==> src/rtl/lsp_pkg.sv <==
package lsp_pkg;

  localparam logic [2:0] MODE_SLEEP     = 3'd0;
  localparam logic [2:0] MODE_BLINK_MIN = 3'd1;
  localparam logic [2:0] MODE_BLINK_MAX = 3'd3;
  localparam logic [2:0] MODE_SINE_FAST = 3'd4;
  localparam logic [2:0] MODE_SINE_SLOW = 3'd5;

  localparam logic [8:0] STEP_FAST  = 9'd5;
  localparam logic [8:0] STEP_SLOW  = 9'd1;
  localparam logic [8:0] PHASE_LAST = 9'd359;
  localparam logic [8:0] PHASE_TURN = 9'd360;
  localparam logic [8:0] DEG_90     = 9'd90;
  localparam logic [8:0] DEG_180    = 9'd180;
  localparam logic [8:0] DEG_270    = 9'd270;

  localparam int TABLE_FRAC = 16;

  typedef enum logic [2:0] {
    REG_RED_CHARGING   = 3'd0,
    REG_RED_BATTERY    = 3'd1,
    REG_GREEN_CHARGING = 3'd2,
    REG_GREEN_BATTERY  = 3'd3,
    REG_PULSE_ON       = 3'd4,
    REG_PULSE_OFF      = 3'd5,
    REG_PAUSE          = 3'd6,
    REG_TICK           = 3'd7
  } cfg_reg_t;

  typedef struct packed {
    logic [15:0] red_charging_duty;
    logic [15:0] red_battery_duty;
    logic [15:0] green_charging_duty;
    logic [15:0] green_battery_duty;
    logic [15:0] pulse_on_ms;
    logic [15:0] pulse_off_ms;
    logic [15:0] pause_ms;
    logic [7:0]  tick_ms;
  } cfg_t;

  // first pipeline stage contents
  typedef struct packed {
    logic        valid;
    logic        is_sine;
    logic [15:0] red_val;
    logic [15:0] green_val;
    logic [14:0] half;
    logic [8:0]  deg;
  } stage1_t;

  // round(65536 * sin(k deg)), k = 0..90
  function automatic logic [16:0] quarter_sine(input logic [6:0] k);
    logic [16:0] v;
    unique case (k)
      7'd0:  v = 17'd0;     7'd1:  v = 17'd1144;  7'd2:  v = 17'd2287;
      7'd3:  v = 17'd3430;  7'd4:  v = 17'd4572;  7'd5:  v = 17'd5712;
      7'd6:  v = 17'd6850;  7'd7:  v = 17'd7987;  7'd8:  v = 17'd9121;
      7'd9:  v = 17'd10252; 7'd10: v = 17'd11380; 7'd11: v = 17'd12505;
      7'd12: v = 17'd13626; 7'd13: v = 17'd14742; 7'd14: v = 17'd15855;
      7'd15: v = 17'd16962; 7'd16: v = 17'd18064; 7'd17: v = 17'd19161;
      7'd18: v = 17'd20252; 7'd19: v = 17'd21336; 7'd20: v = 17'd22415;
      7'd21: v = 17'd23486; 7'd22: v = 17'd24550; 7'd23: v = 17'd25607;
      7'd24: v = 17'd26656; 7'd25: v = 17'd27697; 7'd26: v = 17'd28729;
      7'd27: v = 17'd29753; 7'd28: v = 17'd30767; 7'd29: v = 17'd31772;
      7'd30: v = 17'd32768; 7'd31: v = 17'd33754; 7'd32: v = 17'd34729;
      7'd33: v = 17'd35693; 7'd34: v = 17'd36647; 7'd35: v = 17'd37590;
      7'd36: v = 17'd38521; 7'd37: v = 17'd39441; 7'd38: v = 17'd40348;
      7'd39: v = 17'd41243; 7'd40: v = 17'd42126; 7'd41: v = 17'd42995;
      7'd42: v = 17'd43852; 7'd43: v = 17'd44695; 7'd44: v = 17'd45525;
      7'd45: v = 17'd46341; 7'd46: v = 17'd47143; 7'd47: v = 17'd47930;
      7'd48: v = 17'd48703; 7'd49: v = 17'd49461; 7'd50: v = 17'd50203;
      7'd51: v = 17'd50931; 7'd52: v = 17'd51643; 7'd53: v = 17'd52339;
      7'd54: v = 17'd53020; 7'd55: v = 17'd53684; 7'd56: v = 17'd54332;
      7'd57: v = 17'd54963; 7'd58: v = 17'd55578; 7'd59: v = 17'd56175;
      7'd60: v = 17'd56756; 7'd61: v = 17'd57319; 7'd62: v = 17'd57865;
      7'd63: v = 17'd58393; 7'd64: v = 17'd58903; 7'd65: v = 17'd59396;
      7'd66: v = 17'd59870; 7'd67: v = 17'd60326; 7'd68: v = 17'd60764;
      7'd69: v = 17'd61183; 7'd70: v = 17'd61584; 7'd71: v = 17'd61966;
      7'd72: v = 17'd62328; 7'd73: v = 17'd62672; 7'd74: v = 17'd62997;
      7'd75: v = 17'd63303; 7'd76: v = 17'd63589; 7'd77: v = 17'd63856;
      7'd78: v = 17'd64104; 7'd79: v = 17'd64332; 7'd80: v = 17'd64540;
      7'd81: v = 17'd64729; 7'd82: v = 17'd64898; 7'd83: v = 17'd65048;
      7'd84: v = 17'd65177; 7'd85: v = 17'd65287; 7'd86: v = 17'd65376;
      7'd87: v = 17'd65446; 7'd88: v = 17'd65496; 7'd89: v = 17'd65526;
      7'd90: v = 17'd65536;
      default: v = 17'd0;
    endcase
    return v;
  endfunction

endpackage

==> src/rtl/led_status_pattern_pwm.sv <==
// Pipeline: an accepted input beat passes through the s1, s2 and output registers to its result beat.
// Throughput: one beat per cycle; the three stages (state update, sine
// table lookup, duty multiply) move together and hold only while a
// result sits in the output register under out_stall.
// Reset: synchronous, active-low rst_n; clears pattern state and the pipeline
// and loads the configuration registers with their default values.
module led_status_pattern_pwm #(
  parameter int ELAPSED_WIDTH  = 20,
  parameter int SINE_FRAC_BITS = 15
) (
  input  logic        clk,
  input  logic        rst_n,
  input  logic        in_valid,
  output logic        in_stall,
  input  logic [2:0]  in_mode,
  input  logic        in_charger_flag,
  input  logic        in_net_light,
  output logic        out_valid,
  input  logic        out_stall,
  output logic [15:0] out_red_duty,
  output logic [15:0] out_green_duty,
  input  logic        cfg_valid,
  output logic        cfg_ready,
  input  logic [2:0]  cfg_index,
  input  logic [15:0] cfg_data
);

  lsp_pkg::cfg_t    cfg;
  lsp_pkg::stage1_t s1;
  logic             adv;

  assign adv      = !(out_valid && out_stall);
  assign in_stall = !adv;

  lsp_cfg u_cfg (
    .clk       (clk),
    .rst_n     (rst_n),
    .cfg_valid (cfg_valid),
    .cfg_index (cfg_index),
    .cfg_data  (cfg_data),
    .cfg_ready (cfg_ready),
    .cfg       (cfg)
  );

  lsp_state #(
    .ELAPSED_WIDTH (ELAPSED_WIDTH)
  ) u_state (
    .clk             (clk),
    .rst_n           (rst_n),
    .adv             (adv),
    .in_valid        (in_valid),
    .in_mode         (in_mode),
    .in_charger_flag (in_charger_flag),
    .in_net_light    (in_net_light),
    .cfg             (cfg),
    .s1              (s1)
  );

  lsp_shape #(
    .SINE_FRAC_BITS (SINE_FRAC_BITS)
  ) u_shape (
    .clk            (clk),
    .rst_n          (rst_n),
    .adv            (adv),
    .s1             (s1),
    .out_valid      (out_valid),
    .out_red_duty   (out_red_duty),
    .out_green_duty (out_green_duty)
  );

endmodule

==> src/rtl/lsp_cfg.sv <==
module lsp_cfg (
  input  logic            clk,
  input  logic            rst_n,
  input  logic            cfg_valid,
  input  logic [2:0]      cfg_index,
  input  logic [15:0]     cfg_data,
  output logic            cfg_ready,
  output lsp_pkg::cfg_t   cfg
);

  lsp_pkg::cfg_t cfg_r;
  lsp_pkg::cfg_reg_t sel;

  assign sel       = lsp_pkg::cfg_reg_t'(cfg_index);
  assign cfg_ready = 1'b1;
  assign cfg       = cfg_r;

  always_ff @(posedge clk) begin
    if (!rst_n) begin
      cfg_r.red_charging_duty   <= 16'd700;
      cfg_r.red_battery_duty    <= 16'd100;
      cfg_r.green_charging_duty <= 16'd700;
      cfg_r.green_battery_duty  <= 16'd100;
      cfg_r.pulse_on_ms         <= 16'd200;
      cfg_r.pulse_off_ms        <= 16'd200;
      cfg_r.pause_ms            <= 16'd1000;
      cfg_r.tick_ms             <= 8'd10;
    end else if (cfg_valid) begin
      unique case (sel)
        lsp_pkg::REG_RED_CHARGING:   cfg_r.red_charging_duty   <= cfg_data;
        lsp_pkg::REG_RED_BATTERY:    cfg_r.red_battery_duty    <= cfg_data;
        lsp_pkg::REG_GREEN_CHARGING: cfg_r.green_charging_duty <= cfg_data;
        lsp_pkg::REG_GREEN_BATTERY:  cfg_r.green_battery_duty  <= cfg_data;
        lsp_pkg::REG_PULSE_ON:       cfg_r.pulse_on_ms         <= cfg_data;
        lsp_pkg::REG_PULSE_OFF:      cfg_r.pulse_off_ms        <= cfg_data;
        lsp_pkg::REG_PAUSE:          cfg_r.pause_ms            <= cfg_data;
        lsp_pkg::REG_TICK:           cfg_r.tick_ms             <= cfg_data[7:0];
        default: ;
      endcase
    end
  end

endmodule

==> src/rtl/lsp_state.sv <==
module lsp_state #(
  parameter int ELAPSED_WIDTH = 20
) (
  input  logic              clk,
  input  logic              rst_n,
  input  logic              adv,
  input  logic              in_valid,
  input  logic [2:0]        in_mode,
  input  logic              in_charger_flag,
  input  logic              in_net_light,
  input  lsp_pkg::cfg_t     cfg,
  output lsp_pkg::stage1_t  s1
);

  logic [2:0]               pulse_index_r, pulse_index_nxt;
  logic                     lamp_lit_r, lamp_lit_nxt;
  logic [ELAPSED_WIDTH-1:0] elapsed_r, elapsed_nxt, elapsed_mid;
  logic [ELAPSED_WIDTH:0]   elapsed_sum;
  logic [8:0]               phase_r, phase_nxt, deg;
  logic                     fire, is_blink, is_sine;
  logic [15:0]              red_full, green_full;
  lsp_pkg::stage1_t         s1_r, s1_nxt;

  assign fire     = in_valid && adv;
  assign is_blink = (in_mode >= lsp_pkg::MODE_BLINK_MIN) && (in_mode <= lsp_pkg::MODE_BLINK_MAX);
  assign is_sine  = (in_mode == lsp_pkg::MODE_SINE_FAST) || (in_mode == lsp_pkg::MODE_SINE_SLOW);
  assign red_full   = in_charger_flag ? cfg.red_battery_duty : cfg.red_charging_duty;
  assign green_full = in_charger_flag ? cfg.green_battery_duty : cfg.green_charging_duty;

  always_comb begin
    pulse_index_nxt = pulse_index_r;
    lamp_lit_nxt    = lamp_lit_r;
    elapsed_mid     = elapsed_r;
    if (in_mode >= pulse_index_r) begin
      if (lamp_lit_r) begin
        if (elapsed_r >= ELAPSED_WIDTH'(cfg.pulse_on_ms)) begin
          elapsed_mid     = '0;
          lamp_lit_nxt    = 1'b0;
          pulse_index_nxt = pulse_index_r + 3'd1;
        end
      end else if (elapsed_r >= ELAPSED_WIDTH'(cfg.pulse_off_ms)) begin
        elapsed_mid  = '0;
        lamp_lit_nxt = 1'b1;
      end
    end else if (elapsed_r >= ELAPSED_WIDTH'(cfg.pause_ms)) begin
      elapsed_mid     = '0;
      pulse_index_nxt = 3'd1;
      lamp_lit_nxt    = 1'b1;
    end
    elapsed_sum = {1'b0, elapsed_mid} + (ELAPSED_WIDTH + 1)'(cfg.tick_ms);
    elapsed_nxt = elapsed_sum[ELAPSED_WIDTH] ? '1 : elapsed_sum[ELAPSED_WIDTH-1:0];
  end

  always_comb begin
    if (phase_r >= lsp_pkg::PHASE_LAST) begin
      phase_nxt = '0;
    end else begin
      phase_nxt = phase_r + ((in_mode == lsp_pkg::MODE_SINE_FAST) ?
                             lsp_pkg::STEP_FAST : lsp_pkg::STEP_SLOW);
    end
    deg = (phase_nxt >= lsp_pkg::PHASE_TURN) ? phase_nxt - lsp_pkg::PHASE_TURN : phase_nxt;
  end

  always_comb begin
    s1_nxt.valid     = in_valid;
    s1_nxt.is_sine   = is_sine;
    s1_nxt.red_val   = (is_blink && lamp_lit_nxt) ? red_full : '0;
    s1_nxt.green_val = in_net_light ? green_full : '0;
    s1_nxt.half      = red_full[15:1];
    s1_nxt.deg       = deg;
  end

  always_ff @(posedge clk) begin
    if (!rst_n) begin
      pulse_index_r <= '0;
      lamp_lit_r    <= 1'b0;
      elapsed_r     <= '0;
      phase_r       <= '0;
    end else if (fire) begin
      if (is_blink) begin
        pulse_index_r <= pulse_index_nxt;
        lamp_lit_r    <= lamp_lit_nxt;
        elapsed_r     <= elapsed_nxt;
      end
      if (is_sine) begin
        phase_r <= phase_nxt;
      end
    end
  end

  always_ff @(posedge clk) begin
    if (!rst_n) begin
      s1_r.valid <= 1'b0;
    end else if (adv) begin
      s1_r <= s1_nxt;
    end
  end

  assign s1 = s1_r;

endmodule

==> src/rtl/lsp_shape.sv <==
module lsp_shape #(
  parameter int SINE_FRAC_BITS = 15
) (
  input  logic              clk,
  input  logic              rst_n,
  input  logic              adv,
  input  lsp_pkg::stage1_t  s1,
  output logic              out_valid,
  output logic [15:0]       out_red_duty,
  output logic [15:0]       out_green_duty
);

  localparam int FW = SINE_FRAC_BITS + 2;
  localparam int PW = 15 + FW;

  logic [6:0]          idx;
  logic                neg;
  logic [16:0]         mag;
  logic [17:0]         scaled, rounded;
  logic [FW-1:0]       unit, r, frac_nxt;
  logic [PW-1:0]       prod;
  logic [PW-1:0]       prod_sh;

  logic                s2_valid_r, s2_sine_r;
  logic [15:0]         s2_red_r, s2_green_r;
  logic [14:0]         s2_half_r;
  logic [FW-1:0]       s2_frac_r;

  logic                out_valid_r;
  logic [15:0]         out_red_r, out_red_nxt, out_green_r;

  // quarter-wave fold
  always_comb begin
    priority if (s1.deg <= lsp_pkg::DEG_90) begin
      idx = s1.deg[6:0];
      neg = 1'b0;
    end else if (s1.deg <= lsp_pkg::DEG_180) begin
      idx = 7'(lsp_pkg::DEG_180 - s1.deg);
      neg = 1'b0;
    end else if (s1.deg <= lsp_pkg::DEG_270) begin
      idx = 7'(s1.deg - lsp_pkg::DEG_180);
      neg = 1'b1;
    end else begin
      idx = 7'(lsp_pkg::PHASE_TURN - s1.deg);
      neg = 1'b1;
    end
  end

  always_comb begin
    mag      = lsp_pkg::quarter_sine(idx);
    scaled   = {mag, 1'b0} >> (lsp_pkg::TABLE_FRAC - SINE_FRAC_BITS);
    rounded  = (scaled + 18'd1) >> 1;
    r        = FW'(rounded);
    unit     = FW'(1) << SINE_FRAC_BITS;
    frac_nxt = neg ? unit - r : unit + r;
  end

  always_ff @(posedge clk) begin
    if (!rst_n) begin
      s2_valid_r <= 1'b0;
    end else if (adv) begin
      s2_valid_r <= s1.valid;
      s2_sine_r  <= s1.is_sine;
      s2_red_r   <= s1.red_val;
      s2_green_r <= s1.green_val;
      s2_half_r  <= s1.half;
      s2_frac_r  <= frac_nxt;
    end
  end

  always_comb begin
    prod        = PW'(s2_half_r) * PW'(s2_frac_r);
    prod_sh     = prod >> SINE_FRAC_BITS;
    out_red_nxt = s2_sine_r ? prod_sh[15:0] : s2_red_r;
  end

  always_ff @(posedge clk) begin
    if (!rst_n) begin
      out_valid_r <= 1'b0;
    end else if (adv) begin
      out_valid_r <= s2_valid_r;
      out_red_r   <= out_red_nxt;
      out_green_r <= s2_green_r;
    end
  end

  assign out_valid      = out_valid_r;
  assign out_red_duty   = out_red_r;
  assign out_green_duty = out_green_r;

endmodule

==> config.mk <==
export PLATFORM = sky130hd
export DESIGN_NAME = led_status_pattern_pwm
export DESIGN_NICKNAME = d
export VERILOG_FILES = /design/src/rtl/lsp_pkg.sv /design/src/rtl/led_status_pattern_pwm.sv /design/src/rtl/lsp_cfg.sv /design/src/rtl/lsp_state.sv /design/src/rtl/lsp_shape.sv
export SDC_FILE = /design/constraint.sdc
export NUM_CORES = 1
export LEC_CHECK = 0
export BUFFER_PORTS_ARGS = -buffer_cell sky130_fd_sc_hd__buf_4
export CORE_UTILIZATION = 55
export DETAILED_ROUTE_END_ITERATION = 8
export PLACE_DENSITY = 0.76
export SLEW_MARGIN = 0
export SYNTH_ARGS = -nofsm -noshare
export SYNTH_HDL_FRONTEND = slang
export SYNTH_SLANG_ARGS = --single-unit
==> constraint.sdc <==
create_clock -name clk -period 7.7 [get_ports clk]
set_input_delay 0.77 -clock clk [delete_from_list [all_inputs] [get_ports clk]]
set_output_delay 0.77 -clock clk [all_outputs]
set_load 0.01 [all_outputs]
# == Yosys cells after proc, flatten, opt, wreduce, memory -nomap -nowiden ==
# Memory sizes are Yosys's and may differ from the RTL's.
# Index checks and enable logic that the tools add are counted.
# op_classes
addsub,10
mul,1
magnitude_cmp,11
eq_ne,11
n_mux,27
bitwise_logic,1
reduce_logical,20
# ops
cell,n
2-to-1 mux 20 bit,6
>= comparator 20 x 16 -> 1 bit,3
2-to-1 mux 16 bit,3
multiplier 15 x 17 -> 31 bit,1
AND reduction 2 bit,11
adder 20 x 8 -> 21 bit,1
2-to-1 mux 7 bit,3
adder 17 x 1 -> 18 bit (second input constant),1
== test 3 bit (second input constant),6
>= comparator 9 bit (second input constant),2
2-to-1 mux 9 bit,2
adder 16 x 17 -> 17 bit (first input constant),1
2-to-1 mux 17 bit,1
subtractor 16 x 17 -> 17 bit (first input constant),1
2-to-1 mux 3 bit,5
adder 9 bit,1
less-or-equal comparator 9 x 7 -> 1 bit (second input constant),1
less-or-equal comparator 9 x 8 -> 1 bit (second input constant),1
less-or-equal comparator 9 bit (second input constant),1
subtractor 9 bit (second input constant),1
2-to-1 mux 1 bit,7
subtractor 6 x 7 -> 7 bit (first input constant),1
subtractor 7 x 6 -> 7 bit (second input constant),1
subtractor 7 bit (first input constant),1
other kinds (15),19
# totals
register_bits,310
rom_bits,2176
inputBits,29
output_inout_bits,35
elab_cells,109
memories,1
# mem_list
memory,words,width,rd,rd_clocked_by_memory_dff,wr,line,source
(name not given),128,17,1,0,0,lsp_pkg.sv:54,unique case (k)

# == Logic depth before layout (Yosys ltp) ==
# An unclocked memory read counts as a cell.
# logic_depth
depth_word,8
ltp_mapped,30
ltp_nobuf,30

# == By module ==
# From an unflattened synthesis, not the netlist that was laid out.
# unflattened
hier_cells,2614
hier_area_um2,25254.2
# modules_own_cells
module,n_inst,cells_per_inst,area_per_inst_um2,seq_area_each_um2
lsp_shape,1,1570,14719.1,2952.8
lsp_state,1,612,5994.5,2392.3
lsp_cfg,1,430,4530.6,2402.3
led_status_pattern_pwm,1,2,10.0,0.0

# == Least setup slack after synthesis ==
# OpenSTA, ideal clock, no wires.
# synth_timing
kind,in2reg
startpoint,input port rst_n
endpoint,"register u_shape.out_green_r[0] (netlist: u_shape.out_green_duty[0]), enable pin"
setup_ns,0.670
t_arrival_ns,7.615
required_time_ns,7.030
setup_slack_ns,-0.584
cell_stages,4
path_buffers,2
path_cell_list,inv_1 > clkbuf_1 > clkbuf_1 > nor2_1
# synth_via
elab_chain_cells,1
# synth_lines
item,line,source
start: declaration,led_status_pattern_pwm.sv:12,"input logic rst_n,"
AND reduction 2 bit (no line),n/a,
end signal: assignment,lsp_shape.sv:83,out_green_r <= s2_green_r;
end: declaration,lsp_shape.sv:30,"logic [15:0] out_red_r, out_red_nxt, out_green_r;"
# Every way passes these cells.
# A chain may end at the register's enable or synchronous reset.

# == Final worst setup path ==
# layout_timing
startpoint,register u_shape.s2_half_r[3]
endpoint,register u_shape.out_red_r[15] (netlist: u_shape.out_red_duty[15]) (data pin)
# layout_via
elab_chain_cells,2
# layout_lines
item,line,source
start: declaration,lsp_shape.sv:26,logic [14:0] s2_half_r;
start signal: assignment,lsp_shape.sv:66,s2_half_r <= s1.half;
multiplier 15 x 17 -> 31 bit,lsp_shape.sv:72,prod = PW'(s2_half_r) * PW'(s2_frac_r);
2-to-1 mux 16 bit,lsp_shape.sv:74,out_red_nxt = s2_sine_r ? prod_sh[15:0] : s2_red_r;
net u_shape.out_red_nxt[15],lsp_shape.sv:30,
end signal: assignment,lsp_shape.sv:82,out_red_r <= out_red_nxt;
end: declaration,lsp_shape.sv:30,
# The timed path passes the listed nets, and every way through them passes these cells.

==> impl_metrics.py <==
metrics = {
    "drt": {
        "antenna_left": 0,
        "wl_met3_um": 5050,
        "routed_via_density": 5.82,
        "wire_per_inst_um": 19.0,
        "met2_length_um": 29400,
        "dr.pass1.iters": 7,
        "met1_length_um": 26100,
        "remaining_drc_errors": 0,
        "top_layer": "met4",
        "vias": 19200,
        "drt-initial-drc-count": 1503,
        "wl_um": 62700,
    },
    "critical_path": {
        "cp.arrival_ps": 7750,
        "crit-reg2reg-launch": "u_shape.s2_half_r[3]",
        "crit_fanout": 17,
        "path_class": "flop to flop",
        "critical-path-max-stage-delay_ps": 600,
        "start_kind": "flop",
        "critical_path.startpoint": "u_shape.s2_half_r[3]",
        "required_ps": 8130,
        "cp-end-kind": "flop",
        "slowest_stage": "edfxtp_1",
    },
    "floorplan": {
        "die_x_um": 212,
        "core_um2": 43300,
        "start_util_pct": 56.1,
        "dieArea_um2": 44900,
        "io_pins": 64,
        "rows": 76,
        "die_h_um": 212,
    },
    "clocking": {
        "postCtsHoldBufs": 0,
        "cts_buffer_depth": 3,
        "clk_pin_slew_ps": 70,
        "htree_levels": 1,
        "insertion_delay_ps": 590,
        "cts_root_buf": "clkbuf_16",
        "numCtsBuffers": 31,
        "clock-sinks": 310,
        "cts_tree": "done",
    },
    "layout": {
        "antenna_cells": 0,
        "final_cell_count_no_fill": 3300,
        "layout-drive-gt1-share_pct": 11.1,
        "fin_nets": 3081,
        "most-common-layout-cells": "nand2_1, inv_1, fa_1, buf_4, ha_1",
        "syn2layout_area_growth_pct": 10.8,
        "final_common_cell": "nand2_1",
    },
    "synth": {
        "synth_fp_nets": 3013,
        "syn_area_per_cell_um2": 9.25,
        "synth-edff-count": 154,
        "ys_warn_count": 0,
        "synthFlopType": "dfxtp_1",
        "yosysSeqAreaShare_pct": 31.9,
        "yosys_register_bits": 310,
        "yosysUniqueCellTypes": 101,
        "syn_inst": 2622,
        "ys_async_sr_fraction_pct": 0,
        "syn_area_um2": 24300,
    },
    "place": {
        "dp_worst_setup_slack_ps": 288,
        "place_congestion": 1.01,
        "dp.final_hpwl_um": 47000,
        "portBuffers": 62,
        "post-place-cells": 3237,
    },
    "run": {
        "drv_cap": 0,
    },
    "timing": {
        "post-route-min-period_ps": 7320,
        "tns_ps": 0,
        "worst_pin_slew_ps": 1370,
        "setup_viol": 0,
        "fin_crit_sh_pct": 95.1,
        "holdWs_ps": 417,
        "slew_violations": 0,
        "fmax_mhz": 137,
        "setup_slack_ps": 375,
        "grt_setup_unrepaired": "no",
        "hold_violations": 0,
        "max-slew-margin-rel_pct": 8.26,
        "fin_skew_ps": 18.3,
    },
    "global_route": {
        "grt_max_degree": 150,
        "antenna_found_initial": 0,
        "grt_pass1_vias": 19400,
        "grt_pass1_wl_um": 101000,
        "gr-usage-all-layers_pct": 28.6,
        "grt.overflow.total": 0,
    },
    "min_path": {
        "hp-start": "u_shape.s2_green_r[7]",
        "hold_class": "flop to flop",
    },
    "outcome": {
        "status": "completed",
    },
}
==> critical path: cells and delay by family (launching register included) <==
kind                     cells  cell delay (ps)
AND/OR/NAND/NOR              5             1090
adder cells (fa/ha/maj)      7             3290
AO/OA/AOI/OAI                8             1690
buffers and inverters        7              470
flip-flops                   1              600
==> layer usage <==
layer	vias to the layer above	GRT usage, %
li1	8967	-
met5	-	0
met1	9356	38.8
met2	737	46.3
met4	0	9.57
met3	158	4.93
==> area by class of cell <==
| cell class | instances | area, um2 |
|---|---|---|
| Timing Repair Buffer | 178 | 1370 |
| Clock inverter | 13 | 175 |
| Sequential cell | 310 | 7750 |
| Tap cell | 585 | 732 |
| Inverter | 308 | 1160 |
| Multi-Input combinational cell | 1861 | 14800 |
| Fill cell | 3551 | 16400 |
| Clock buffer | 45 | 913 |
==> final timing paths <==
check / to / slack (ps) / cells after the start
max: u_shape.out_red_duty[15] / 380 / 27
min: u_shape.out_green_duty[7] / 420 / 0
max reg2reg: u_shape.out_red_duty[15] / 380 / 27
min reg2reg: u_shape.out_green_duty[7] / 420 / 0
==> logic make-up after synthesis <==
kind of cell	count (synthesis)	share of synthesized area [%]
other	1	0.0155
AO/OA/AOI/OAI	476	13.3
XOR/XNOR	65	2.38
flip-flops	310	31.9
buffers and inverters	451	7.28
multiplexers	57	2.53
AND/OR/NAND/NOR	900	17.9
adder cells (fa/ha/maj)	362	24.6
==> flip-flops by register name, summed over array words and instances, names as in the netlist <==
| signal | cells |
|---|---|
| u_cfg.cfg | 120 |
| u_shape.out_green_duty | 16 |
| u_shape.out_red_duty | 16 |
| u_shape.out_valid | 1 |
| u_shape.s2_frac_r | 17 |
| u_shape.s2_green_r | 16 |
| u_shape.s2_half_r | 15 |
| u_shape.s2_red_r | 16 |
| u_shape.s2_sine_r | 1 |
| u_shape.s2_valid_r | 1 |
| u_state.elapsed_r | 20 |
| u_state.lamp_lit_r | 1 |
| u_state.phase_r | 9 |
| u_state.pulse_index_r | 3 |
| u_state.s1 | 58 |
==> cells in the mapped netlist (7+ instances only) <==
cell / n / area share [%]
nor2_1: 85 / 1.3
xnor2_1: 45 / 1.6
ha_1: 170 / 8.8
xor2_1: 19 / 0.69
o21bai_1: 7 / 0.22
nand3_1: 62 / 1.3
mux2i_1: 25 / 1.0
fa_1: 192 / 16
and2_1: 156 / 4.0
o311ai_0: 8 / 0.29
clkbuf_2: 7 / 0.14
edfxtp_1: 154 / 19
inv_1: 305 / 4.7
a21o_1: 38 / 1.2
dfxtp_1: 156 / 13
o31ai_1: 11 / 0.34
a211oi_1: 17 / 0.53
nand2b_1: 14 / 0.36
o21ai_0: 49 / 1.0
a31oi_1: 29 / 0.75
or3_1: 9 / 0.23
nor2b_1: 46 / 1.2
buf_2: 24 / 0.50
and3_1: 10 / 0.26
o211ai_1: 29 / 0.90
mux2_2: 31 / 1.4
nor3_1: 26 / 0.54
nor4_1: 7 / 0.18
nand2_1: 432 / 6.7
a21oi_1: 161 / 3.3
nand4_1: 12 / 0.31
a32oi_1: 7 / 0.25
a211o_1: 8 / 0.29
o2111ai_1: 12 / 0.43
or4_1: 13 / 0.40
o21a_1: 9 / 0.28
clkbuf_1: 99 / 1.5
==> through the flow <==
step                cell area [um2]  util (%)
CTS                           26800      62.0
floorplan                     24300         -
finish                        26900      62.1
global placement              25700      59.5
global route                  26900      62.1
detailed placement            25700      59.5
==> timing repair <==
item                                    4_1_cts  5_1_grt
gates resized for setup                       0        1
buffers inserted                              0        5
endpoints found under the setup margin        0        3
Power is left out: the tool's default activity adds up to more than one toggle a clock period on the data nets, which glitch-free logic cannot reach.
